==> src/rtl/vtc_pkg.sv <==
// Shared types, codes and helpers for the vertex transform about centroid unit.
// No dependencies; used by vtc_div, vtc_mac and the top level in rtl/.
package vtc_pkg;

    // Field and datapath widths
    localparam int SUM_W = 48;
    localparam int CNT_W = 17;
    localparam int OPA_W = 38;
    localparam int OPB_W = 17;
    localparam int PRD_W = OPA_W + OPB_W;
    localparam int ACC_W = 68;
    localparam int RES_W = 52;
    localparam int COUNT_CAP = 131071;

    // Input op codes
    localparam logic [1:0] OP_ACCUM = 2'd0;
    localparam logic [1:0] OP_XFORM = 2'd1;
    localparam logic [1:0] OP_CLEAR = 2'd2;

    // Mode codes
    localparam logic [1:0] MODE_TRANSLATE = 2'd0;
    localparam logic [1:0] MODE_SCALE     = 2'd1;
    localparam logic [1:0] MODE_ROTATE    = 2'd2;

    // Config register indexes
    localparam logic [2:0] CFG_MODE = 3'd0;
    localparam logic [2:0] CFG_VX   = 3'd1;
    localparam logic [2:0] CFG_VY   = 3'd2;
    localparam logic [2:0] CFG_VZ   = 3'd3;
    localparam logic [2:0] CFG_QW   = 3'd4;
    localparam logic [2:0] CFG_QX   = 3'd5;
    localparam logic [2:0] CFG_QY   = 3'd6;
    localparam logic [2:0] CFG_QZ   = 3'd7;

    // Multiplier B operand select
    localparam logic [2:0] B_QW  = 3'd0;
    localparam logic [2:0] B_QX  = 3'd1;
    localparam logic [2:0] B_QY  = 3'd2;
    localparam logic [2:0] B_QZ  = 3'd3;
    localparam logic [2:0] B_SHI = 3'd4;
    localparam logic [2:0] B_SLO = 3'd5;

    // Rounding shift select
    localparam logic [1:0] SH13 = 2'd0;
    localparam logic [1:0] SH14 = 2'd1;
    localparam logic [1:0] SH16 = 2'd2;

    // Last step of each micro-program
    localparam logic [3:0] SCL_LAST = 4'd5;
    localparam logic [3:0] ROT_LAST = 4'd14;

    // One step of the multiply-accumulate sequencer
    typedef struct packed {
        logic       a_t;     // A from t vector, else from v vector
        logic [1:0] a_idx;
        logic [2:0] b_sel;
        logic       neg;     // subtract product
        logic       first;   // restart accumulator
        logic       last;    // write shifted result
        logic [1:0] sh;
        logic       psh16;   // product weighted by 2^16
        logic       base;    // seed accumulator with base value
        logic       d_t;     // result goes to t, else to result regs
        logic [1:0] d_idx;
    } t_uop;

    function automatic t_uop mk(input logic a_t, input logic [1:0] a_idx,
                                input logic [2:0] b_sel, input logic neg,
                                input logic first, input logic last,
                                input logic [1:0] sh, input logic psh16,
                                input logic base, input logic d_t,
                                input logic [1:0] d_idx);
        t_uop u;
        u.a_t = a_t; u.a_idx = a_idx; u.b_sel = b_sel; u.neg = neg;
        u.first = first; u.last = last; u.sh = sh; u.psh16 = psh16;
        u.base = base; u.d_t = d_t; u.d_idx = d_idx;
        return u;
    endfunction

    // Rotation: t = rnd(q x v, 13), then r = base + rnd(w*t + q x t, 14)
    function automatic t_uop uop_rot(input logic [3:0] k);
        t_uop u;
        case (k)
            4'd0:  u = mk(1'b0, 2'd2, B_QY, 1'b0, 1'b1, 1'b0, SH13, 1'b0, 1'b0, 1'b1, 2'd0);
            4'd1:  u = mk(1'b0, 2'd1, B_QZ, 1'b1, 1'b0, 1'b1, SH13, 1'b0, 1'b0, 1'b1, 2'd0);
            4'd2:  u = mk(1'b0, 2'd0, B_QZ, 1'b0, 1'b1, 1'b0, SH13, 1'b0, 1'b0, 1'b1, 2'd1);
            4'd3:  u = mk(1'b0, 2'd2, B_QX, 1'b1, 1'b0, 1'b1, SH13, 1'b0, 1'b0, 1'b1, 2'd1);
            4'd4:  u = mk(1'b0, 2'd1, B_QX, 1'b0, 1'b1, 1'b0, SH13, 1'b0, 1'b0, 1'b1, 2'd2);
            4'd5:  u = mk(1'b0, 2'd0, B_QY, 1'b1, 1'b0, 1'b1, SH13, 1'b0, 1'b0, 1'b1, 2'd2);
            4'd6:  u = mk(1'b1, 2'd0, B_QW, 1'b0, 1'b1, 1'b0, SH14, 1'b0, 1'b1, 1'b0, 2'd0);
            4'd7:  u = mk(1'b1, 2'd2, B_QY, 1'b0, 1'b0, 1'b0, SH14, 1'b0, 1'b0, 1'b0, 2'd0);
            4'd8:  u = mk(1'b1, 2'd1, B_QZ, 1'b1, 1'b0, 1'b1, SH14, 1'b0, 1'b0, 1'b0, 2'd0);
            4'd9:  u = mk(1'b1, 2'd1, B_QW, 1'b0, 1'b1, 1'b0, SH14, 1'b0, 1'b1, 1'b0, 2'd1);
            4'd10: u = mk(1'b1, 2'd0, B_QZ, 1'b0, 1'b0, 1'b0, SH14, 1'b0, 1'b0, 1'b0, 2'd1);
            4'd11: u = mk(1'b1, 2'd2, B_QX, 1'b1, 1'b0, 1'b1, SH14, 1'b0, 1'b0, 1'b0, 2'd1);
            4'd12: u = mk(1'b1, 2'd2, B_QW, 1'b0, 1'b1, 1'b0, SH14, 1'b0, 1'b1, 1'b0, 2'd2);
            4'd13: u = mk(1'b1, 2'd1, B_QX, 1'b0, 1'b0, 1'b0, SH14, 1'b0, 1'b0, 1'b0, 2'd2);
            4'd14: u = mk(1'b1, 2'd0, B_QY, 1'b1, 1'b0, 1'b1, SH14, 1'b0, 1'b0, 1'b0, 2'd2);
            default: u = '0;
        endcase
        return u;
    endfunction

    // Scale: r = c + rnd(d * s, 16), s split in signed high and unsigned low half
    function automatic t_uop uop_scl(input logic [3:0] k);
        t_uop u;
        case (k)
            4'd0: u = mk(1'b0, 2'd0, B_SHI, 1'b0, 1'b1, 1'b0, SH16, 1'b1, 1'b1, 1'b0, 2'd0);
            4'd1: u = mk(1'b0, 2'd0, B_SLO, 1'b0, 1'b0, 1'b1, SH16, 1'b0, 1'b0, 1'b0, 2'd0);
            4'd2: u = mk(1'b0, 2'd1, B_SHI, 1'b0, 1'b1, 1'b0, SH16, 1'b1, 1'b1, 1'b0, 2'd1);
            4'd3: u = mk(1'b0, 2'd1, B_SLO, 1'b0, 1'b0, 1'b1, SH16, 1'b0, 1'b0, 1'b0, 2'd1);
            4'd4: u = mk(1'b0, 2'd2, B_SHI, 1'b0, 1'b1, 1'b0, SH16, 1'b1, 1'b1, 1'b0, 2'd2);
            4'd5: u = mk(1'b0, 2'd2, B_SLO, 1'b0, 1'b0, 1'b1, SH16, 1'b0, 1'b0, 1'b0, 2'd2);
            default: u = '0;
        endcase
        return u;
    endfunction

    // Saturation to 32 and 16 bits
    localparam logic signed [RES_W-1:0] P_HI = 52'sd2147483647;
    localparam logic signed [RES_W-1:0] P_LO = -52'sd2147483648;
    localparam logic signed [RES_W-1:0] N_HI = 52'sd32767;
    localparam logic signed [RES_W-1:0] N_LO = -52'sd32768;

    function automatic logic [31:0] sat32(input logic signed [RES_W-1:0] v);
        logic [31:0] r;
        if (v > P_HI) r = 32'h7fff_ffff;
        else if (v < P_LO) r = 32'h8000_0000;
        else r = v[31:0];
        return r;
    endfunction

    function automatic logic ovf32(input logic signed [RES_W-1:0] v);
        return (v > P_HI) || (v < P_LO);
    endfunction

    function automatic logic [15:0] sat16(input logic signed [RES_W-1:0] v);
        logic [15:0] r;
        if (v > N_HI) r = 16'h7fff;
        else if (v < N_LO) r = 16'h8000;
        else r = v[15:0];
        return r;
    endfunction

    function automatic logic ovf16(input logic signed [RES_W-1:0] v);
        return (v > N_HI) || (v < N_LO);
    endfunction

endpackage

==> src/rtl/vtc_mac.sv <==
// Shared multiply-accumulate unit: one 38x17 signed multiplier and a 68-bit accumulator.
// Each step seeds or adds to the accumulator; result is the rounded right shift. Uses vtc_pkg.
module vtc_mac (
    input  logic                                i_clk,
    input  logic                                i_en,
    input  vtc_pkg::t_uop                       i_uop,
    input  logic signed [vtc_pkg::OPA_W-1:0]    i_a,
    input  logic signed [vtc_pkg::OPB_W-1:0]    i_b,
    input  logic signed [32:0]                  i_base,
    output logic signed [vtc_pkg::RES_W-1:0]    o_res
);
    logic signed [vtc_pkg::ACC_W-1:0] r_acc;
    logic signed [vtc_pkg::PRD_W-1:0] w_prod;
    logic signed [vtc_pkg::ACC_W-1:0] w_px, w_bx, w_init, w_start, n_acc, w_shr;

    assign w_prod = i_a * i_b;

    always_comb begin
        // Product, optionally weighted by 2^16
        w_px = {{(vtc_pkg::ACC_W - vtc_pkg::PRD_W){w_prod[vtc_pkg::PRD_W-1]}}, w_prod};
        if (i_uop.psh16) w_px = w_px <<< 16;

        // Seed: base scaled up plus half an LSB of the final shift
        w_bx = i_uop.base ? {{(vtc_pkg::ACC_W - 33){i_base[32]}}, i_base} : '0;
        case (i_uop.sh)
            vtc_pkg::SH13: w_init = (w_bx <<< 13) + 68'sd4096;
            vtc_pkg::SH14: w_init = (w_bx <<< 14) + 68'sd8192;
            vtc_pkg::SH16: w_init = (w_bx <<< 16) + 68'sd32768;
            default:       w_init = w_bx;
        endcase

        w_start = i_uop.first ? w_init : r_acc;
        n_acc   = i_uop.neg ? (w_start - w_px) : (w_start + w_px);

        case (i_uop.sh)
            vtc_pkg::SH13: w_shr = n_acc >>> 13;
            vtc_pkg::SH14: w_shr = n_acc >>> 14;
            vtc_pkg::SH16: w_shr = n_acc >>> 16;
            default:       w_shr = n_acc;
        endcase
    end

    always_ff @(posedge i_clk) begin
        if (i_en) r_acc <= n_acc;
    end

    assign o_res = w_shr[vtc_pkg::RES_W-1:0];
endmodule

==> config.mk <==
export PLATFORM = sky130hd
export DESIGN_NAME = vtc_mac
export DESIGN_NICKNAME = d
export VERILOG_FILES = /design/src/rtl/vtc_pkg.sv /design/src/rtl/vtc_mac.sv
export SDC_FILE = /design/constraint.sdc
export NUM_CORES = 2
export LEC_CHECK = 0
export ABC_CLOCK_PERIOD_IN_PS = 17300
export BUFFER_PORTS_ARGS = -buffer_cell sky130_fd_sc_hd__buf_2
export CAP_MARGIN = 0
export CORE_MARGIN = 3
export CORE_UTILIZATION = 50
export CTS_BUF_LIST = sky130_fd_sc_hd__clkbuf_8
export CTS_CLUSTER_SIZE = 28
export DETAILED_ROUTE_END_ITERATION = 8
export PLACE_DENSITY = 0.68
export SLEW_MARGIN = 20
export SYNTH_ARGS = -nofsm -noshare
export SYNTH_HDL_FRONTEND = slang
export SYNTH_SLANG_ARGS = --single-unit
==> constraint.sdc <==
create_clock -name i_clk -period 17.3 [get_ports i_clk]
set_clock_uncertainty 0.2 [all_clocks]
set_input_delay 0.865 -clock i_clk [delete_from_list [all_inputs] [get_ports i_clk]]
set_output_delay 0.865 -clock i_clk [all_outputs]
set_load 0.05 [all_outputs]
==> metrics.yaml <==
outcome: "finished, final reports clean"
tightest_slew_ns: 1.09
totalWireLength_mm: 97.1
largest_register_ffs: 68
rrSetupSlack_ns: 12.52
num_rows: 95
r2r.worst_path.cells: 17
cts_tree: "done"
final_layout_size_suffix_gt1_share_pct: 7.30
hold_path_class: "reg -> reg"
setup_violations: 0
syn_area_per_cell_um2: 8.38
critPathRequiredTime_ns: 16.23
worstSetupStartpointType: "input pin"
rsz0062_at_grt: "no"
fin_area_um2: 35600
r2r_start: "r_acc[0]$_DFFE_PP_"
crit_end: "o_res[51]"
multiInputGateArea_um2: 28700
critical_path_class: "in -> out"
die_area_um2: 72000
overflow: 0
cts_resized: 0
via_per_inst: 5.86
chipHeight_um: 268
area_delta_synth_final_pct: 3.45
antenna_found_initial: 0
numCtsBuffers: 9
cp_slowest_stage_delay_ns: 0.78
fin_crit_ns: 13.75
critical_path_arrival_ns: 12.69
dr.pass1.iters: 8
whs_path_depth: 4
initial_core_util_pct: 50.9
drc_errors: 0
synth_edf_count: 68
tns_ns: 0
slew_headroom_pct: 27.2
synth_nets: 5025
seqCellArea_um2: 2040
clockBufferDepth: 2
async_reset_ff_share_pct: 0
clk_latency_ns: 0.38
critPathMaxFanout: 38
grt_first_pass_wirelength_mm: 158
cts_setup_buffers: 0
max_freq_mhz: 72.7
drt-initial-drc-count: 2522
max_cap_viol_count: 0
cp-startpoint: "i_b[8]"
hold_buffers: 0
clock-sinks: 68
nNetsFinal: 4967
core-area_um2: 67600
io_pins: 158
crit_top_cell: "fa_1"
ys_types: 107
endpoint_kind: "primary output"
instances_no_fill: 4929
worst_path_max_delay_cell: "buf_2"
hold_viol_final: 0
placed_area_um2: 35400
synth_cells: 4108
die_x_um: 268
reg.largest.list: "r_acc (68)"
wl_per_cell_um: 19.7
gp_congestion: 0.929
place_inst: 4912
r2r_end: "r_acc[66]$_DFFE_PP_"
fillers: 6391
fin_crit_sh_pct: 79.5
ys_top_cells_by_area: "fa_1 (36%), inv_1 (7.9%), ha_1 (7.2%)"
synth_area_um2: 34400
antenna_left: 0
dpl.hpwl_mm: 75.8
max_flop_register: "r_acc"
port-buffer-count: 147
track_usage_pct: 27.8
grt_pass1_vias: 29847
clockRootBuffer: "clkbuf_8"
cts_htree_levels: 3
yosysTopAreaCell: "fa_1"
seq_area_frac_synth_pct: 5.93
ys_ff_latch: 68
finalMaxSlewViolations: 0
synth-main-ff-cell: "edfxtp_1"
synth_top_area_share_pct: 35.6
ys.warnings.count: 0
hold_slack_ns: 0.762
grt_max_degree: 94
vias: 28897
path_clk_slew_ns: 0.08
==> cell type report <==
cell class / count / share of cell area (%)
antenna: 1 / 0.00703
tap: 873 / 3.07
inverter: 729 / 7.69
clock inverter: 7 / 0.102
clock buffer: 9 / 0.348
timing repair buffer: 160 / 2.35
sequential: 68 / 5.74
multi-input combinational: 3082 / 80.7
==> logic make-up (layout without fill, tap and decap cells) <==
group	after synthesis	count (layout)	synth area share [%]
xor+xnor	169	169	4.32
buf+inv	958	905	10.6
simple gates	1297	1297	18.4
other cells	0	1	0
fa+ha+maj	811	811	42.8
compound gates	740	740	14.4
mux	65	65	3.59
flops	68	68	5.93
==> worst max-delay path, delay by kind of cell <==
family,cells,cell delay (ns)
multiplexers,1,0.38
XOR/XNOR,1,0.20
AND/OR/NAND/NOR,10,2.39
buffers and inverters,7,1.34
adder cells (fa/ha/maj),8,3.89
AO/OA/AOI/OAI,13,3.59
==> cells in the mapped netlist, drive strengths merged (31+ instances only) <==
library cell  count
nand2           547
o21ai           158
a21oi           200
a31oi            46
nand3            39
and2            303
inv             729
xor2             74
edfxtp           68
a21o             57
buf              36
nor2            197
fa              612
nor3             40
nand4            31
xnor2            95
clkbuf          193
mux4             46
ha              199
==> metal layers <==
layer	routed length, µm	global-route usage (%)	share of wire, %	vias up
met5	0	0	0	-
met4	3440	9.25	3.5	0
met3	6860	3.84	7.1	222
met2	47800	47.6	49	1070
met1	39000	36.5	40	14508
li1	-	-	-	13097
==> stage by stage <==
stage / setup WS [ns] / util [%]
floorplan: 4.99 / -
global placement: 3.72 / 52.4
detailed placement: 3.74 / 52.4
CTS: 3.67 / 52.6
global route: 2.79 / 52.6
finish: 3.55 / 52.6
==> cell usage in the layout, fill, tap and decap left out, drive strengths merged, types with 26 or more instances in the layout <==
master	count
nand3	39
nand4	31
nand2	547
ha	199
fa	612
a211oi	26
a21oi	200
o22ai	27
nor3	40
edfxtp	68
a31oi	46
xnor2	95
buf	160
o21ai	158
inv	731
and2	303
nor2	197
mux4	46
a21o	57
xor2	74
o21a	26
==> worst min-delay path by stage <==
stage,startpoint,to,slack (ns)
global route,r_acc[0]$_DFFE_PP_,r_acc[0]$_DFFE_PP_,0.82
global placement,r_acc[66]$_DFFE_PP_,r_acc[66]$_DFFE_PP_,0.73
detailed placement,r_acc[0]$_DFFE_PP_,r_acc[0]$_DFFE_PP_,0.74
CTS,r_acc[0]$_DFFE_PP_,r_acc[0]$_DFFE_PP_,0.76
floorplan,r_acc[6]$_DFFE_PP_,r_acc[6]$_DFFE_PP_,0.64
finish,r_acc[0]$_DFFE_PP_,r_acc[0]$_DFFE_PP_,0.76
Power is left out: the tool's default activity adds up to more than one toggle a clock period on the data nets, which glitch-free logic cannot reach.
