**config.mk**
```make
export PLATFORM = sky130hd
export DESIGN_NAME = vtc_div
export DESIGN_NICKNAME = d
export VERILOG_FILES = /design/src/rtl/vtc_pkg.sv /design/src/rtl/vtc_div.sv
export SDC_FILE = /design/constraint.sdc
export NUM_CORES = 1
export LEC_CHECK = 0
export BUFFER_PORTS_ARGS = -buffer_cell sky130_fd_sc_hd__clkbuf_2
export CORE_MARGIN = 8
export CORE_UTILIZATION = 58
export CTS_BUF_LIST = sky130_fd_sc_hd__clkbuf_4 sky130_fd_sc_hd__clkbuf_8 sky130_fd_sc_hd__clkbuf_16
export DETAILED_ROUTE_END_ITERATION = 16
export GPL_TIMING_DRIVEN = 0
export PLACE_DENSITY = 0.79
export SLEW_MARGIN = 15
export SYNTH_ARGS = -nofsm -noshare
export SYNTH_HDL_FRONTEND = slang
export SYNTH_SLANG_ARGS = --single-unit
```
**constraint.sdc**
```tcl
create_clock -name i_clk -period 3.8 [get_ports i_clk]
set_input_delay 0.76 -clock i_clk [delete_from_list [all_inputs] [get_ports i_clk]]
set_output_delay 0.76 -clock i_clk [all_outputs]
set_load 0.1 [all_outputs]
```
**src/rtl/vtc_pkg.sv**
```systemverilog
// Shared types, codes and helpers for the vertex transform about centroid unit.
// No dependencies; used by vtc_div, vtc_mac and the top level in rtl/.
package vtc_pkg;

    // Field and datapath widths
    localparam int SUM_W = 48;
    localparam int CNT_W = 17;
    localparam int OPA_W = 38;
    localparam int OPB_W = 17;
    localparam int PRD_W = OPA_W + OPB_W;
    localparam int ACC_W = 68;
    localparam int RES_W = 52;
    localparam int COUNT_CAP = 131071;

    // Input op codes
    localparam logic [1:0] OP_ACCUM = 2'd0;
    localparam logic [1:0] OP_XFORM = 2'd1;
    localparam logic [1:0] OP_CLEAR = 2'd2;

    // Mode codes
    localparam logic [1:0] MODE_TRANSLATE = 2'd0;
    localparam logic [1:0] MODE_SCALE     = 2'd1;
    localparam logic [1:0] MODE_ROTATE    = 2'd2;

    // Config register indexes
    localparam logic [2:0] CFG_MODE = 3'd0;
    localparam logic [2:0] CFG_VX   = 3'd1;
    localparam logic [2:0] CFG_VY   = 3'd2;
    localparam logic [2:0] CFG_VZ   = 3'd3;
    localparam logic [2:0] CFG_QW   = 3'd4;
    localparam logic [2:0] CFG_QX   = 3'd5;
    localparam logic [2:0] CFG_QY   = 3'd6;
    localparam logic [2:0] CFG_QZ   = 3'd7;

    // Multiplier B operand select
    localparam logic [2:0] B_QW  = 3'd0;
    localparam logic [2:0] B_QX  = 3'd1;
    localparam logic [2:0] B_QY  = 3'd2;
    localparam logic [2:0] B_QZ  = 3'd3;
    localparam logic [2:0] B_SHI = 3'd4;
    localparam logic [2:0] B_SLO = 3'd5;

    // Rounding shift select
    localparam logic [1:0] SH13 = 2'd0;
    localparam logic [1:0] SH14 = 2'd1;
    localparam logic [1:0] SH16 = 2'd2;

    // Last step of each micro-program
    localparam logic [3:0] SCL_LAST = 4'd5;
    localparam logic [3:0] ROT_LAST = 4'd14;

    // One step of the multiply-accumulate sequencer
    typedef struct packed {
        logic       a_t;     // A from t vector, else from v vector
        logic [1:0] a_idx;
        logic [2:0] b_sel;
        logic       neg;     // subtract product
        logic       first;   // restart accumulator
        logic       last;    // write shifted result
        logic [1:0] sh;
        logic       psh16;   // product weighted by 2^16
        logic       base;    // seed accumulator with base value
        logic       d_t;     // result goes to t, else to result regs
        logic [1:0] d_idx;
    } t_uop;

    function automatic t_uop mk(input logic a_t, input logic [1:0] a_idx,
                                input logic [2:0] b_sel, input logic neg,
                                input logic first, input logic last,
                                input logic [1:0] sh, input logic psh16,
                                input logic base, input logic d_t,
                                input logic [1:0] d_idx);
        t_uop u;
        u.a_t = a_t; u.a_idx = a_idx; u.b_sel = b_sel; u.neg = neg;
        u.first = first; u.last = last; u.sh = sh; u.psh16 = psh16;
        u.base = base; u.d_t = d_t; u.d_idx = d_idx;
        return u;
    endfunction

    // Rotation: t = rnd(q x v, 13), then r = base + rnd(w*t + q x t, 14)
    function automatic t_uop uop_rot(input logic [3:0] k);
        t_uop u;
        case (k)
            4'd0:  u = mk(1'b0, 2'd2, B_QY, 1'b0, 1'b1, 1'b0, SH13, 1'b0, 1'b0, 1'b1, 2'd0);
            4'd1:  u = mk(1'b0, 2'd1, B_QZ, 1'b1, 1'b0, 1'b1, SH13, 1'b0, 1'b0, 1'b1, 2'd0);
            4'd2:  u = mk(1'b0, 2'd0, B_QZ, 1'b0, 1'b1, 1'b0, SH13, 1'b0, 1'b0, 1'b1, 2'd1);
            4'd3:  u = mk(1'b0, 2'd2, B_QX, 1'b1, 1'b0, 1'b1, SH13, 1'b0, 1'b0, 1'b1, 2'd1);
            4'd4:  u = mk(1'b0, 2'd1, B_QX, 1'b0, 1'b1, 1'b0, SH13, 1'b0, 1'b0, 1'b1, 2'd2);
            4'd5:  u = mk(1'b0, 2'd0, B_QY, 1'b1, 1'b0, 1'b1, SH13, 1'b0, 1'b0, 1'b1, 2'd2);
            4'd6:  u = mk(1'b1, 2'd0, B_QW, 1'b0, 1'b1, 1'b0, SH14, 1'b0, 1'b1, 1'b0, 2'd0);
            4'd7:  u = mk(1'b1, 2'd2, B_QY, 1'b0, 1'b0, 1'b0, SH14, 1'b0, 1'b0, 1'b0, 2'd0);
            4'd8:  u = mk(1'b1, 2'd1, B_QZ, 1'b1, 1'b0, 1'b1, SH14, 1'b0, 1'b0, 1'b0, 2'd0);
            4'd9:  u = mk(1'b1, 2'd1, B_QW, 1'b0, 1'b1, 1'b0, SH14, 1'b0, 1'b1, 1'b0, 2'd1);
            4'd10: u = mk(1'b1, 2'd0, B_QZ, 1'b0, 1'b0, 1'b0, SH14, 1'b0, 1'b0, 1'b0, 2'd1);
            4'd11: u = mk(1'b1, 2'd2, B_QX, 1'b1, 1'b0, 1'b1, SH14, 1'b0, 1'b0, 1'b0, 2'd1);
            4'd12: u = mk(1'b1, 2'd2, B_QW, 1'b0, 1'b1, 1'b0, SH14, 1'b0, 1'b1, 1'b0, 2'd2);
            4'd13: u = mk(1'b1, 2'd1, B_QX, 1'b0, 1'b0, 1'b0, SH14, 1'b0, 1'b0, 1'b0, 2'd2);
            4'd14: u = mk(1'b1, 2'd0, B_QY, 1'b1, 1'b0, 1'b1, SH14, 1'b0, 1'b0, 1'b0, 2'd2);
            default: u = '0;
        endcase
        return u;
    endfunction

    // Scale: r = c + rnd(d * s, 16), s split in signed high and unsigned low half
    function automatic t_uop uop_scl(input logic [3:0] k);
        t_uop u;
        case (k)
            4'd0: u = mk(1'b0, 2'd0, B_SHI, 1'b0, 1'b1, 1'b0, SH16, 1'b1, 1'b1, 1'b0, 2'd0);
            4'd1: u = mk(1'b0, 2'd0, B_SLO, 1'b0, 1'b0, 1'b1, SH16, 1'b0, 1'b0, 1'b0, 2'd0);
            4'd2: u = mk(1'b0, 2'd1, B_SHI, 1'b0, 1'b1, 1'b0, SH16, 1'b1, 1'b1, 1'b0, 2'd1);
            4'd3: u = mk(1'b0, 2'd1, B_SLO, 1'b0, 1'b0, 1'b1, SH16, 1'b0, 1'b0, 1'b0, 2'd1);
            4'd4: u = mk(1'b0, 2'd2, B_SHI, 1'b0, 1'b1, 1'b0, SH16, 1'b1, 1'b1, 1'b0, 2'd2);
            4'd5: u = mk(1'b0, 2'd2, B_SLO, 1'b0, 1'b0, 1'b1, SH16, 1'b0, 1'b0, 1'b0, 2'd2);
            default: u = '0;
        endcase
        return u;
    endfunction

    // Saturation to 32 and 16 bits
    localparam logic signed [RES_W-1:0] P_HI = 52'sd2147483647;
    localparam logic signed [RES_W-1:0] P_LO = -52'sd2147483648;
    localparam logic signed [RES_W-1:0] N_HI = 52'sd32767;
    localparam logic signed [RES_W-1:0] N_LO = -52'sd32768;

    function automatic logic [31:0] sat32(input logic signed [RES_W-1:0] v);
        logic [31:0] r;
        if (v > P_HI) r = 32'h7fff_ffff;
        else if (v < P_LO) r = 32'h8000_0000;
        else r = v[31:0];
        return r;
    endfunction

    function automatic logic ovf32(input logic signed [RES_W-1:0] v);
        return (v > P_HI) || (v < P_LO);
    endfunction

    function automatic logic [15:0] sat16(input logic signed [RES_W-1:0] v);
        logic [15:0] r;
        if (v > N_HI) r = 16'h7fff;
        else if (v < N_LO) r = 16'h8000;
        else r = v[15:0];
        return r;
    endfunction

    function automatic logic ovf16(input logic signed [RES_W-1:0] v);
        return (v > N_HI) || (v < N_LO);
    endfunction

endpackage

```
**src/rtl/vtc_div.sv**
```systemverilog
// Bit-serial signed divider for the centroid: 48-bit sum by 17-bit count.
// Truncates toward zero, clamps to 32 bits, gives zero for a zero count. Uses vtc_pkg.
module vtc_div (
    input  logic                           i_clk,
    input  logic                           i_rst_n,
    input  logic                           i_start,
    input  logic [vtc_pkg::SUM_W-1:0]      i_sum,
    input  logic [vtc_pkg::CNT_W-1:0]      i_cnt,
    output logic                           o_done,
    output logic signed [31:0]             o_quo
);
    localparam logic [5:0] LAST = 6'(vtc_pkg::SUM_W - 1);

    logic                        r_busy, r_done;
    logic [5:0]                  r_n;
    logic [vtc_pkg::SUM_W-1:0]   r_dvd;
    logic [vtc_pkg::CNT_W-1:0]   r_rem, r_div;
    logic                        r_neg, r_zero;
    logic [vtc_pkg::CNT_W:0]     w_trial;
    logic                        w_ge;

    // One quotient bit per cycle
    assign w_trial = {r_rem, r_dvd[vtc_pkg::SUM_W-1]};
    assign w_ge    = (w_trial >= {1'b0, r_div});

    always_ff @(posedge i_clk) begin
        if (!i_rst_n) begin
            r_busy <= 1'b0;
            r_done <= 1'b0;
            r_n    <= '0;
        end else begin
            r_done <= 1'b0;
            if (i_start) begin
                r_busy <= 1'b1;
                r_n    <= '0;
            end else if (r_busy) begin
                r_n <= r_n + 6'd1;
                if (r_n == LAST) begin
                    r_busy <= 1'b0;
                    r_done <= 1'b1;
                end
            end
        end
    end

    always_ff @(posedge i_clk) begin
        if (i_start) begin
            r_neg  <= i_sum[vtc_pkg::SUM_W-1];
            r_dvd  <= i_sum[vtc_pkg::SUM_W-1] ? (~i_sum + 1'b1) : i_sum;
            r_div  <= i_cnt;
            r_zero <= (i_cnt == '0);
            r_rem  <= '0;
        end else if (r_busy) begin
            r_rem <= w_ge ? (w_trial[vtc_pkg::CNT_W-1:0] - r_div)
                          : w_trial[vtc_pkg::CNT_W-1:0];
            r_dvd <= {r_dvd[vtc_pkg::SUM_W-2:0], w_ge};
        end
    end

    // Sign and clamp of the magnitude quotient
    always_comb begin
        if (r_zero) begin
            o_quo = '0;
        end else if (r_neg) begin
            if (r_dvd > 48'd2147483648) o_quo = 32'sh8000_0000;
            else o_quo = -$signed(r_dvd[31:0]);
        end else begin
            if (r_dvd > 48'd2147483647) o_quo = 32'sh7fff_ffff;
            else o_quo = $signed(r_dvd[31:0]);
        end
    end

    assign o_done = r_done;
endmodule

```
==> PnR_summary.wiki, run 1 <==
{| class="wikitable"
! Metric !! Value
|-
| Sequential-to-total area share from yosys stat || 37.4%
|-
| Remaining DRCs || 0
|-
| Number of buffers created by CTS || 9
|-
| Number of cells produced by synthesis || 795
|-
| Clock tree from TritonCTS || built
|-
| Port Buffer Count || 100
|-
| Post-synth design cell area || 6720 um^2
|-
| Unrepaired setup endpoints after global routing || true
|-
| Setup slack at placement || -480 ps
|-
| Crit end category || primary output
|-
| Ys flop type || sky130_fd_sc_hd__edfxtp_1
|-
| Maximum buffer depth of the clock tree || 2
|-
| Post-route antenna net violation count || 0
|-
| Area occupied by registers || 2510 um^2
|-
| Routed wirelength normalized by instance count || 21.7 um
|-
| Cell area after layout || 9190 um^2
|-
| Largest fanout of any net on the critical path || 5
|-
| Number of enable flip-flop cells after synthesis || 67
|-
| Maximum Capacitance Violations || 0
|-
| Final setup vio count || 30
|-
| Highest Clock Rate || 234 MHz
|-
| Global-route wire length before repair || 35.0 mm
|-
| Instance area after placement || 7880 um^2
|-
| Die outline width || 124 um
|-
| DP Wirelength || 15.5 mm
|-
| Setup skew after layout || 5.13 ps
|-
| Proportion of layout cells with a drive suffix above 1 || 24.8%
|-
| Pin count of the biggest net entering global routing || 49
|-
| Final net count || 1030
|-
| Footprint of the multi-input gates || 4550 um^2
|-
| N_diodes || 0
|-
| Run status || complete, but fails checks
|-
| Critical Path RT || 3040 ps
|-
| Worst-Margin Slew || 1250 ps
|-
| Final Cycle Share || 112%
|-
| Most common cell after layout, fill and taps aside || sky130_fd_sc_hd__nor2_1
|-
| Finished Core Util || 80.8%
|-
| Time the worst path needs with I/O delays and setup || 4270 ps
|-
| Sum of routed wire length over all layers || 23.7 mm
|-
| Distinct cell type count after synthesis || 64
|-
| Worst slew margin relative to its limit || 16.8%
|-
| Mapped Nets || 884
|-
| Max Slew Vio Count || 0
|-
| Startpoint kind of the worst setup timing path || flop
|-
| FFs w/ async S/R, synth || 0%
|-
| Clock Latency Late Sink || 340 ps
|-
| Height of the die || 124 um
|-
| Number of H-tree levels || 3
|-
| Number of primary I/O pins || 101
|-
| Area growth from synthesis to layout || 36.7%
|-
| Core area || 11400 um^2
|-
| Number of global-route vias before repair || 7053
|-
| Std cell rows || 39
|-
| Violations in the final reports || negative setup slack
|-
| GRT Total Usage || 28.7%
|-
| Final weighted congestion of routability-driven global placement || 0.957
|-
| DRT iter0 DRCs || 967
|-
| Number of hold violations in the final report || 0
|-
| Fill cells || 715
|-
| Power per standard cell area || 360 nW/um^2
|-
| Overall power consumption || 0.00330 W
|-
| Data arrival time at the worst-slack endpoint || 3510 ps
|-
| Leakage power figure || 3.48 nW
|-
| Area of the die || 15300 um^2
|-
| Effective utilization at floorplan || 59.1%
|-
| Total iterations of the first detailed-routing run || 6
|-
| Most frequent cells in the layout || 97 x sky130_fd_sc_hd__nor2_1, 72 x sky130_fd_sc_hd__a21oi_1, 70 x sky130_fd_sc_hd__clkbuf_2
|-
| Total grt overflow || 0
|-
| Number of synthesized register bits || 92
|-
| Clock tree sinks || 92
|-
| Start-to-end type of the worst setup path || flop to primary output
|-
| Syn Area/Cell || 8.45 um^2
|-
| Min-Delay Path Class || flop to flop
|-
| Antenna violations before repair || 0
|-
| Clock transition at the registers of the reported paths || 60 ps
|-
| Total via count after detailed routing || 7379
|-
| Ratio of routed vias to standard cells || 6.78
|-
| Setup WS post-layout || -472 ps
|-
| Total of warnings raised by yosys || 0
|-
| Worst voltage drop across the vdd grid || 253 uV
|-
| Buffer type at the clock tree root || sky130_fd_sc_hd__clkbuf_16
|}
[routing by layer]
| metal | vias to the layer above | GRT usage [%] | wire length [um] |
|---|---|---|---|
| li1 | 3256 | - | - |
| met5 | - | 0 | 0 |
| met2 | 511 | 50.2 | 11900 |
| met4 | 0 | 15.2 | 1050 |
| met3 | 124 | 4.53 | 1980 |
| met1 | 3488 | 33.4 | 8710 |
[kinds of logic (layout without fill, tap and decap cells)]
| logic type | count (synthesis) | in the layout | synth area share (%) |
|---|---|---|---|
| simple gates | 303 | 303 | 22.7 |
| xor+xnor | 61 | 61 | 7.95 |
| fa+ha+maj | 21 | 21 | 4.02 |
| compound gates | 226 | 226 | 21.0 |
| flops | 92 | 92 | 37.4 |
| mux | 18 | 18 | 2.74 |
| buf+inv | 74 | 225 | 4.24 |
[final timing paths]
kind                        from               endpoint  slack, ps  cells after the start
max reg2reg  r_dvd[47]$_DFFE_PP_  r_rem[4]$_SDFFE_PP0P_        340                     12
max           r_dvd[0]$_DFFE_PP_              o_quo[12]       -470                     11
min          r_n[5]$_SDFFE_PP0P_    r_n[5]$_SDFFE_PP0P_        490                      2
min reg2reg  r_n[5]$_SDFFE_PP0P_    r_n[5]$_SDFFE_PP0P_        490                      2
[final cells by class]
type	instances	share of cell area, %
plain buffers	41	2.22
clock buffers	10	2.72
clock inverters	6	0.654
inverters	32	1.31
multi-input cells	629	49.6
flip-flops and latches	92	27.3
well taps	143	1.95
repair buffers	136	14.2
[registers in the layout, indices dropped and copies added, names as in the netlist]
| name | flops |
|---|---|
| o_done | 1 |
| r_neg | 1 |
| r_dvd | 48 |
| r_zero | 1 |
| r_rem | 17 |
| r_n | 6 |
| r_div | 17 |
| r_busy | 1 |
[stage by stage]
step                instances  TNS, ps  hold slack, ps
CTS                      1072    -3250             489
global placement         1038    -7810             476
floorplan                 795    -1910             458
finish                   1089    -8980             495
detailed placement       1038    -8490             479
global route             1089   -10870             507
[worst max-delay path: stages (launching register included)]
cell                        delay (ps)
sky130_fd_sc_hd__edfxtp_1          450
sky130_fd_sc_hd__inv_2             100
sky130_fd_sc_hd__ha_4              140
sky130_fd_sc_hd__nor4b_1           360
sky130_fd_sc_hd__nand4_1           250
sky130_fd_sc_hd__or3_4             460
sky130_fd_sc_hd__o31a_1            390
sky130_fd_sc_hd__buf_6             170
sky130_fd_sc_hd__o21ai_1           210
sky130_fd_sc_hd__nand2_1           170
sky130_fd_sc_hd__a31oi_4           210
sky130_fd_sc_hd__clkbuf_16         240
[synth_stat cells, drive strengths merged (2+ instances only)]
master / number / area, um^2
nor2: 102 / 383
a21oi: 73 / 365
edfxtp: 67 / 2010
nand2: 54 / 203
xor2: 48 / 420
o21ai: 47 / 235
clkbuf: 40 / 150
inv: 32 / 120
nor3: 26 / 130
dfxtp: 25 / 500
or3: 23 / 150
nand3: 21 / 105
a31oi: 20 / 125
ha: 20 / 250
a211oi: 19 / 143
nor4: 16 / 100
mux2i: 15 / 150
o31ai: 14 / 110
nand4: 13 / 81.3
xnor2: 13 / 114
a21o: 8 / 60.1
o21a: 8 / 60.1
a311oi: 7 / 61.3
or2: 7 / 43.8
nand2b: 6 / 37.5
nor2b: 6 / 37.5
o22ai: 5 / 31.3
or4b: 5 / 53.8
a211o: 4 / 35.0
a221oi: 4 / 35.0
o41ai: 4 / 35.0
or3b: 4 / 35.0
or4: 4 / 33.8
mux2: 3 / 33.8
nand4b: 3 / 26.3
nor4b: 3 / 26.3
o311ai: 3 / 26.3
o31a: 3 / 27.5
and3: 2 / 12.5
buf: 2 / 15.0
nand3b: 2 / 15.0
nor3b: 2 / 15.0
o21bai: 2 / 15.0
[report_power, final]
group	leakage, nW	switching (W)	internal, W	total [W]
registers	0.860	0.000119	0.00119	0.00131
logic	2.46	0.000663	0.000414	0.00108
clock network	0.158	0.000367	0.000547	0.000914
total	3.48	0.00115	0.00216	0.00330
[timing repair]
action | 4_1_cts | 5_1_grt
setup buffers | 18 | 18
pin swaps | 12 | 13
gates resized for setup | 107 | 27
setup endpoints to repair | 32 | 32
hold buffers | 0 | 0
Note: power is estimated with default switching activity, not from simulation.
==> run 2: changes to the inputs <==
CORE_UTILIZATION = 30   (was 58)
PLACE_DENSITY = 0.45   (was 0.79)
==> run 2 against run 1 <==
- the run still ends with negative setup slack left
- register-to-register slack got worse by 40 ps
- sequential share of layout area fell by 1.1 points
- sequential power hardly changed
- critical path type unchanged
- critical endpoint is now o_quo[25]
- largest cell class unchanged
- highest routed layer unchanged
==> PnR_summary.wiki, run 2 (synthesized netlist as in run 1, its figures left out) <==
{| class="wikitable"
! Metric !! Value
|-
| Run status || complete, but fails checks
|-
| Violations in the final reports || negative setup slack
|-
| Clock group share of total power || 26.2% (-1.5 points)
|-
| Critical Path RT || 3040 ps (about the same)
|-
| Maximum Capacitance Violations || 0 (unchanged)
|-
| Largest fanout of any net on the critical path || 8 (+3)
|-
| Most frequent cells in the layout || 96 x sky130_fd_sc_hd__nor2_1, 70 x sky130_fd_sc_hd__a21oi_1, 70 x sky130_fd_sc_hd__clkbuf_2
|-
| Time the worst path needs with I/O delays and setup || 4050 ps (-225 ps)
|-
| Sum of routed wire length over all layers || 22.7 mm (-4.0%)
|-
| Final Cycle Share || 106% (-5.9 points)
|-
| Routed wirelength normalized by instance count || 18.4 um (-15%)
|-
| Area of the die || 27400 um^2 (+80%)
|-
| Unrepaired setup endpoints after global routing || true
|-
| Post-route antenna net violation count || 0 (unchanged)
|-
| Fill cells || 2204 (+210%)
|-
| Data arrival time at the worst-slack endpoint || 3290 ps (-220 ps)
|-
| Final setup vio count || 24 (-20%)
|-
| Global-route wire length before repair || 36.2 mm (+3.3%)
|-
| DRT iter0 DRCs || 342 (-65%)
|-
| Remaining DRCs || 0 (unchanged)
|-
| Maximum buffer depth of the clock tree || 2 (unchanged)
|-
| Setup WS post-layout || -247 ps (+225 ps)
|-
| Clock transition at the registers of the reported paths || 70 ps (about the same)
|-
| Worst-Margin Slew || 1160 ps (-83.3 ps)
|-
| Pin count of the biggest net entering global routing || 49 (unchanged)
|-
| Proportion of power drawn by combinational gates || 33.5% (+0.9 points)
|-
| Cell area after layout || 9570 um^2 (+4.2%)
|-
| Number of flip-flops in the largest register || 48 (unchanged)
|-
| Worst voltage drop across the vdd grid || 244 uV (-3.7%)
|-
| Number of primary I/O pins || 101 (unchanged)
|-
| Met3 capacity usage during global routing || 2.51% (-2.0 points)
|-
| Highest Clock Rate || 247 MHz (+5.6%)
|-
| Met1 demand-to-capacity share in global routing || 19.3% (-14 points)
|-
| Port Buffer Count || 100 (unchanged)
|-
| Net switching power || 0.00115 W (+0.25%)
|-
| Number of global-route vias before repair || 6618 (-6.2%)
|-
| Std cell rows || 54 (+38%)
|-
| Number of buffers created by CTS || 9 (unchanged)
|-
| Slowest CP cell || sky130_fd_sc_hd__or4_4
|-
| Total via count after detailed routing || 6576 (-11%)
|-
| Buffer type at the clock tree root || sky130_fd_sc_hd__clkbuf_16
|-
| Depth of the worst register-to-register path || 12 (unchanged)
|-
| Number of H-tree levels || 3 (unchanged)
|-
| Instance area after placement || 8050 um^2 (+2.2%)
|-
| Number of hold violations in the final report || 0 (unchanged)
|-
| Ratio of routed vias to standard cells || 5.32 (-21%)
|-
| Final net count || 1040 (+0.97%)
|-
| Core area || 21900 um^2 (+93%)
|-
| Power per standard cell area || 336 nW/um^2 (-6.5%)
|-
| Register with the most flip-flops || r_dvd
|-
| Die outline width || 166 um (+34%)
|-
| Max Slew Vio Count || 0 (unchanged)
|-
| Effective utilization at floorplan || 30.7% (-28 points)
|-
| N_diodes || 0 (unchanged)
|-
| Crit end category || primary output
|-
| Most common cell after layout, fill and taps aside || sky130_fd_sc_hd__nor2_1
|-
| Number of buffers inserted for hold repair after clock tree synthesis || 0 (unchanged)
|-
| Height of the die || 166 um (+34%)
|-
| Net Sw Frac || 35.8% (+1.0 points)
|-
| Min-Delay Path Class || flop to flop
|-
| Proportion of power drawn by flip-flops and latches || 40.4% (+0.7 points)
|-
| Met2 track demand over resource || 28.9% (-21 points)
|-
| DP Wirelength || 17.4 mm (+13%)
|-
| Start-to-end type of the worst setup path || flop to primary output
|-
| Total iterations of the first detailed-routing run || 5 (-1)
|-
| Total grt overflow || 0 (unchanged)
|-
| CP peak stage delay || 540 ps (+80 ps)
|-
| Internal power summed over all cells || 0.00207 W (-4.1%)
|-
| Antenna violations before repair || 0 (unchanged)
|-
| Clock tree from TritonCTS || built
|-
| Area growth from synthesis to layout || 42.4%
|-
| Overall power consumption || 0.00322 W (-2.6%)
|-
| Leakage power figure || 3.57 nW (+2.6%)
|-
| Clock tree sinks || 92 (unchanged)
|-
| Cell depth of the worst min-delay path || 2 (unchanged)
|-
| Registers with the most flip-flops || r_dvd x48, r_div x17, r_rem x17
|-
| Proportion of layout cells with a drive suffix above 1 || 27.1% (+2.3 points)
|-
| Setup skew after layout || 9.72 ps (+4.59 ps)
|-
| Most heavily used metal layer in global routing || met2
|-
| Startpoint kind of the worst setup timing path || flop
|-
| GRT Total Usage || 15.9% (-13 points)
|-
| Ordered cell list for the critical path || or4_4 -> or3_4 -> or3_4 -> o31a_1 -> a21o_1 -> clkbuf_16 -> a311oi_4 -> clkbuf_16
|-
| Clock Latency Late Sink || 350 ps (about the same)
|-
| Final weighted congestion of routability-driven global placement || 0.858 (-10%)
|-
| Worst slew margin relative to its limit || 22.4% (+5.6 points)
|}
[run 2: worst paths after layout]
path	from	end	slack, ps
worst min register to register	r_n[5]$_SDFFE_PP0P_	r_n[5]$_SDFFE_PP0P_	500
worst max-delay path	r_dvd[24]$_DFFE_PP_	o_quo[25]	-250
worst max register to register	r_dvd[47]$_DFFE_PP_	r_rem[7]$_SDFFE_PP0P_	300
worst min-delay path	r_n[5]$_SDFFE_PP0P_	r_n[5]$_SDFFE_PP0P_	500
[run 2: what timing repair did]
action / 4_1_cts / 5_1_grt
pin swaps: 13 / 18
resized for setup: 134 / 36
setup buffers: 25 / 22
setup endpoints to repair: 32 / 32
[run 2: worst max-delay path, delay by kind of cell, from the launching register on]
| kind | cells | cell delay, ps |
|---|---|---|
| simple gates | 3 | 1250 |
| buf+inv | 2 | 430 |
| compound gates | 3 | 870 |
| flops | 1 | 410 |
[run 2: power groups by stage]
stage | combinational, W | clock, W | sequential [W]
floorplan | 0.000692 | 0 | 0.00128
global placement | 0.000915 | 0 | 0.00132
detailed placement | 0.000913 | 0 | 0.00132
CTS | 0.00104 | 0.000866 | 0.00130
global route | 0.00116 | 0.000899 | 0.00131
finish | 0.00108 | 0.000843 | 0.00130
[run 2: per-layer routing]
metal  vias to the layer above  part of all wire (%)
li1                       3269                     -
met1                      3171                    45
met2                       114                    51
met3                        22                   2.6
met4                         0                   1.1
met5                         -                     0
[run 2: through the flow]
stage / setup TNS (ps) / worst slack [ps] / cells / utilization (%) / hold slack [ps]
after detailed placement: -12290 / -604 / 1175 / 36.8 / 485
after global placement: -12820 / -607 / 1175 / 36.8 / 483
after global routing: -6290 / -329 / 1236 / 43.7 / 525
after CTS: -3150 / -227 / 1216 / 42.5 / 497
after floorplan: -1910 / -293 / 795 / - / 458
final: -4180 / -247 / 1236 / 43.7 / 499
[run 2: layout make-up]
class / instances / area (um^2) / area share [%]
Buffer: 42 / 225 / 2.35
Clock buffer: 10 / 233 / 2.43
Clock inverter: 6 / 40.0 / 0.418
Inverter: 32 / 120 / 1.26
Multi-Input combinational cell: 629 / 4640 / 48.5
Sequential cell: 92 / 2510 / 26.3
Tap cell: 280 / 350 / 3.66
Timing Repair Buffer: 145 / 1450 / 15.1
==> run 3: changes to the inputs <==
ABC_AREA = 1   (was unset)
CORE_ASPECT_RATIO = 1.25   (was unset)
MAX_ROUTING_LAYER = met4   (was unset)
==> run 3 against run 2 <==
- the run now ends clean
- routed wire length is 23% higher
- die area is 15% higher
- first-iteration DRC count is 73% higher
- setup slack better by 480 ps
- via count is 25% higher
- highest routed layer unchanged
==> PnR_summary.wiki, run 3 <==
{| class="wikitable"
! Metric !! Value
|-
| Total via count after detailed routing || 8233 (+25%)
|-
| Largest fanout of any net on the critical path || 9 (+1)
|-
| Slowest CP cell || sky130_fd_sc_hd__clkbuf_2
|-
| Number of synthesized register bits || 92 (unchanged)
|-
| Clock Latency Late Sink || 370 ps (+20 ps)
|-
| Number of flip-flops in the largest register || 48 (unchanged)
|-
| Routed wirelength normalized by instance count || 16.6 um (-9.6%)
|-
| Final weighted congestion of routability-driven global placement || 0.942 (+9.8%)
|-
| Synth Area in Compound Gates || 7.94% (-13 points)
|-
| Proportion of layout cells with a drive suffix above 1 || 12.7% (-14 points)
|-
| Proportion of power drawn by combinational gates || 26.1% (-7.4 points)
|-
| Registers with the most flip-flops || r_dvd x48, r_div x17, r_rem x17
|-
| Setup skew after layout || 13.6 ps (+3.87 ps)
|-
| Most common cell after layout, fill and taps aside || sky130_fd_sc_hd__nand2_1
|-
| Die outline width || 161 um (-3.0%)
|-
| Time the worst path needs with I/O delays and setup || 3570 ps (-480 ps)
|-
| Max Slew Vio Count || 0 (unchanged)
|-
| Sum of routed wire length over all layers || 27.9 mm (+23%)
|-
| Worst-Margin Slew || 901 ps (-263 ps)
|-
| N_diodes || 0 (unchanged)
|-
| Overall power consumption || 0.00308 W (-4.5%)
|-
| CP peak stage delay || 510 ps (-30 ps)
|-
| DRT iter0 DRCs || 591 (+73%)
|-
| Most instantiated cells after synthesis || 387 x sky130_fd_sc_hd__nand2_1, 175 x sky130_fd_sc_hd__nor2_1, 133 x sky130_fd_sc_hd__inv_1
|-
| Highest Clock Rate || 280 MHz (+13%)
|-
| Mapped Nets || 1308 (+48%)
|-
| Leading post-synthesis cells by cell area || sky130_fd_sc_hd__edfxtp_1 26%, sky130_fd_sc_hd__nand2_1 19%, sky130_fd_sc_hd__nor2_1 8.4%
|-
| Final setup vio count || 0 (-100%)
|-
| Total iterations of the first detailed-routing run || 5 (unchanged)
|-
| Number of buffers inserted for hold repair after clock tree synthesis || 0 (unchanged)
|-
| Ys flop type || sky130_fd_sc_hd__edfxtp_1
|-
| Sequential-to-total area share from yosys stat || 32.0% (-5.4 points)
|-
| Area share of the largest cell type after synthesis || 25.6% (-4.3 points)
|-
| Cell with the most instances after synthesis || sky130_fd_sc_hd__nand2_1
|-
| Clock transition at the registers of the reported paths || 80 ps (about the same)
|-
| Number of hold violations in the final report || 0 (unchanged)
|-
| Number of enable flip-flop cells after synthesis || 67 (unchanged)
|-
| Worst slew margin relative to its limit || 39.3% (+17 points)
|-
| Setup WS post-layout || 234 ps (+480 ps)
|-
| Maximum buffer depth of the clock tree || 2 (unchanged)
|-
| Post-route antenna net violation count || 0 (unchanged)
|-
| Ratio of routed vias to standard cells || 4.91 (-7.7%)
|-
| Port Buffer Count || 100 (unchanged)
|-
| Core area || 25800 um^2 (+18%)
|-
| Most frequent cells in the layout || 387 x sky130_fd_sc_hd__nand2_1, 174 x sky130_fd_sc_hd__nor2_1, 133 x sky130_fd_sc_hd__inv_1
|-
| Adder and majority gate portion of the synthesized area || 3.44% (-0.58 points)
|-
| Effective utilization at floorplan || 30.4% (-0.35 points)
|-
| Register with the most flip-flops || r_dvd
|-
| Start-to-end type of the worst setup path || flop to primary output
|-
| Syn Area/Cell || 6.44 um^2 (-24%)
|-
| Crit end category || primary output
|-
| Post-route setup TNS || 0 ps (+4180 ps)
|-
| Power per standard cell area || 337 nW/um^2 (+0.27%)
|-
| Buffer type at the clock tree root || sky130_fd_sc_hd__clkbuf_16
|-
| Height of the die || 197 um (+19%)
|-
| Number of cells produced by synthesis || 1219 (+53%)
|-
| Simple-gate share of the synthesized area || 44.1% (+21 points)
|-
| Unrepaired setup endpoints after global routing || false
|-
| Total of warnings raised by yosys || 0 (unchanged)
|-
| Top delay family on crit path || simple AND/OR/NAND/NOR gates
|-
| Maximum Capacitance Violations || 0 (unchanged)
|-
| Post-synthesis cell type with the largest combined area || sky130_fd_sc_hd__edfxtp_1
|-
| Pin count of the biggest net entering global routing || 34 (-31%)
|-
| Setup slack at placement || 294 ps (+898 ps)
|-
| Final net count || 1420 (+37%)
|-
| Number of global-route vias before repair || 7917 (+20%)
|-
| Clock tree from TritonCTS || built
|-
| Fill cells || 2913 (+32%)
|-
| Area of the die || 31600 um^2 (+15%)
|-
| Run status || complete, no violations
|-
| Clock group share of total power || 32.9% (+6.7 points)
|-
| Clock tree sinks || 92 (unchanged)
|-
| Number of buffers created by CTS || 9 (unchanged)
|-
| Buffers and inverters on the worst path || 2 (unchanged)
|-
| Mux share of post-synthesis cell area || 0% (-2.7 points)
|-
| Critical Path RT || 3040 ps (about the same)
|-
| Synthesized-area fraction occupied by xor and xnor cells || 3.91% (-4.0 points)
|-
| Post-synth design cell area || 7850 um^2 (+17%)
|-
| Area growth from synthesis to layout || 16.2%
|-
| Ordered cell list for the critical path || inv_1 -> ha_1 -> nand2_2 -> nor2_4 -> nand2_1 -> nor2_2 -> nand2_2 -> nand3_4 -> nand2_4 -> nor3_1 -> clkbuf_2
|-
| Net switching power || 0.00113 W (-1.9%)
|-
| Total grt overflow || 0 (unchanged)
|-
| GRT Total Usage || 18.1% (+2.2 points)
|-
| Distinct cell type count after synthesis || 43 (-33%)
|-
| Min-Delay Path Class || flop to flop
|-
| Startpoint kind of the worst setup timing path || flop
|-
| DP Wirelength || 22.6 mm (+30%)
|-
| Proportion of power drawn by flip-flops and latches || 41.0% (+0.6 points)
|-
| Final Cycle Share || 93.9% (-13 points)
|-
| Net Sw Frac || 36.7% (+0.97 points)
|-
| Finished Core Util || 35.3% (-8.4 points)
|-
| Remaining DRCs || 0 (unchanged)
|-
| Antenna violations before repair || 0 (unchanged)
|-
| Worst voltage drop across the vdd grid || 292 uV (+20%)
|-
| Most frequent CP cell || sky130_fd_sc_hd__nand2_2
|-
| Number of H-tree levels || 3 (unchanged)
|-
| Global-route wire length before repair || 43.5 mm (+20%)
|-
| Leakage power figure || 4.20 nW (+18%)
|-
| Data arrival time at the worst-slack endpoint || 2810 ps (-480 ps)
|-
| Std cell rows || 66 (+22%)
|-
| Number of primary I/O pins || 101 (unchanged)
|-
| FFs w/ async S/R, synth || 0% (unchanged)
|-
| Internal power summed over all cells || 0.00195 W (-5.9%)
|-
| Combinational family with the most area after synthesis || simple AND/OR/NAND/NOR gates
|}
run 3: cell types whose count changed in the layout (fill, tap and decap cells not counted), sizes merged, moves of 19 or more:
cell	change
buf	-38
nor2	+86
nand2	+340
inv	+106
o21ai	+27
a21oi	-45
or3	-23
xor2	-27
a211oi	-19
nand3	+108
run 3: stage by stage:
stage,hold WS (ps),area (um^2),std cells
floorplan,426,7850,1219
global placement,439,8770,1659
detailed placement,442,8790,1660
CTS,458,9110,1676
global route,501,9120,1676
finish,454,9120,1676
run 3: path summary, 6_finish.rpt:
path,startpoint,to,slack (ps),cells after the start
hold / removal,r_rem[16]$_SDFFE_PP0P_,r_rem[16]$_SDFFE_PP0P_,450,2
setup / recovery,r_dvd[0]$_DFFE_PP_,o_quo[26],230,11
setup reg to reg,r_dvd[47]$_DFFE_PP_,r_dvd[0]$_DFFE_PP_,1440,11
hold reg to reg,r_rem[16]$_SDFFE_PP0P_,r_rem[16]$_SDFFE_PP0P_,450,2
run 3: cell type report:
| cell class | count | area [um^2] | share of cell area, % |
|---|---|---|---|
| Multi-Input combinational cell | 960 | 4660 | 51.1 |
| Clock buffer | 10 | 250 | 2.74 |
| Sequential cell | 92 | 2510 | 27.6 |
| Timing Repair Buffer | 101 | 520 | 5.71 |
| Tap cell | 340 | 425 | 4.67 |
| Clock inverter | 6 | 72.6 | 0.796 |
| Inverter | 137 | 515 | 5.65 |
| Buffer | 30 | 160 | 1.76 |
run 3: power groups by stage:
stage | sequential [W] | combinational [W] | clock, W
after floorplan | 0.00125 | 0.000577 | 0
after detailed placement | 0.00128 | 0.000805 | 0
final | 0.00126 | 0.000802 | 0.00101
after CTS | 0.00126 | 0.000808 | 0.00104
after global routing | 0.00127 | 0.000878 | 0.00108
after global placement | 0.00129 | 0.000800 | 0
run 3: metal layers:
metal	part of all wire, %	track usage [%]	wire length, um	vias up
li1	-	-	-	4210
met1	47	22.9	13000	3797
met2	48	29.6	13200	195
met3	3.5	2.17	978	31
met4	2.2	5.93	606	0
met5	0	-	0	-
run 3: tightest hold or removal path, stage by stage, from the launching register on:
cell	delay [ps]
sky130_fd_sc_hd__dfxtp_1	310
sky130_fd_sc_hd__nand2_1	60
sky130_fd_sc_hd__nand2_1	50
run 3: cell families after synthesis:
group | count (synthesis)
xor gates and xnor gates | 35
buffers and inverters | 167
and+or+nand+nor | 788
adders and majority gates | 21
AOI/OAI and AO/OA | 116
DFF | 92
run 3: timing repair:
item                                    in CTS  in global routing
buffers inserted                             0                  0
endpoints found under the setup margin       0                  7
gates resized for setup                      0                  1
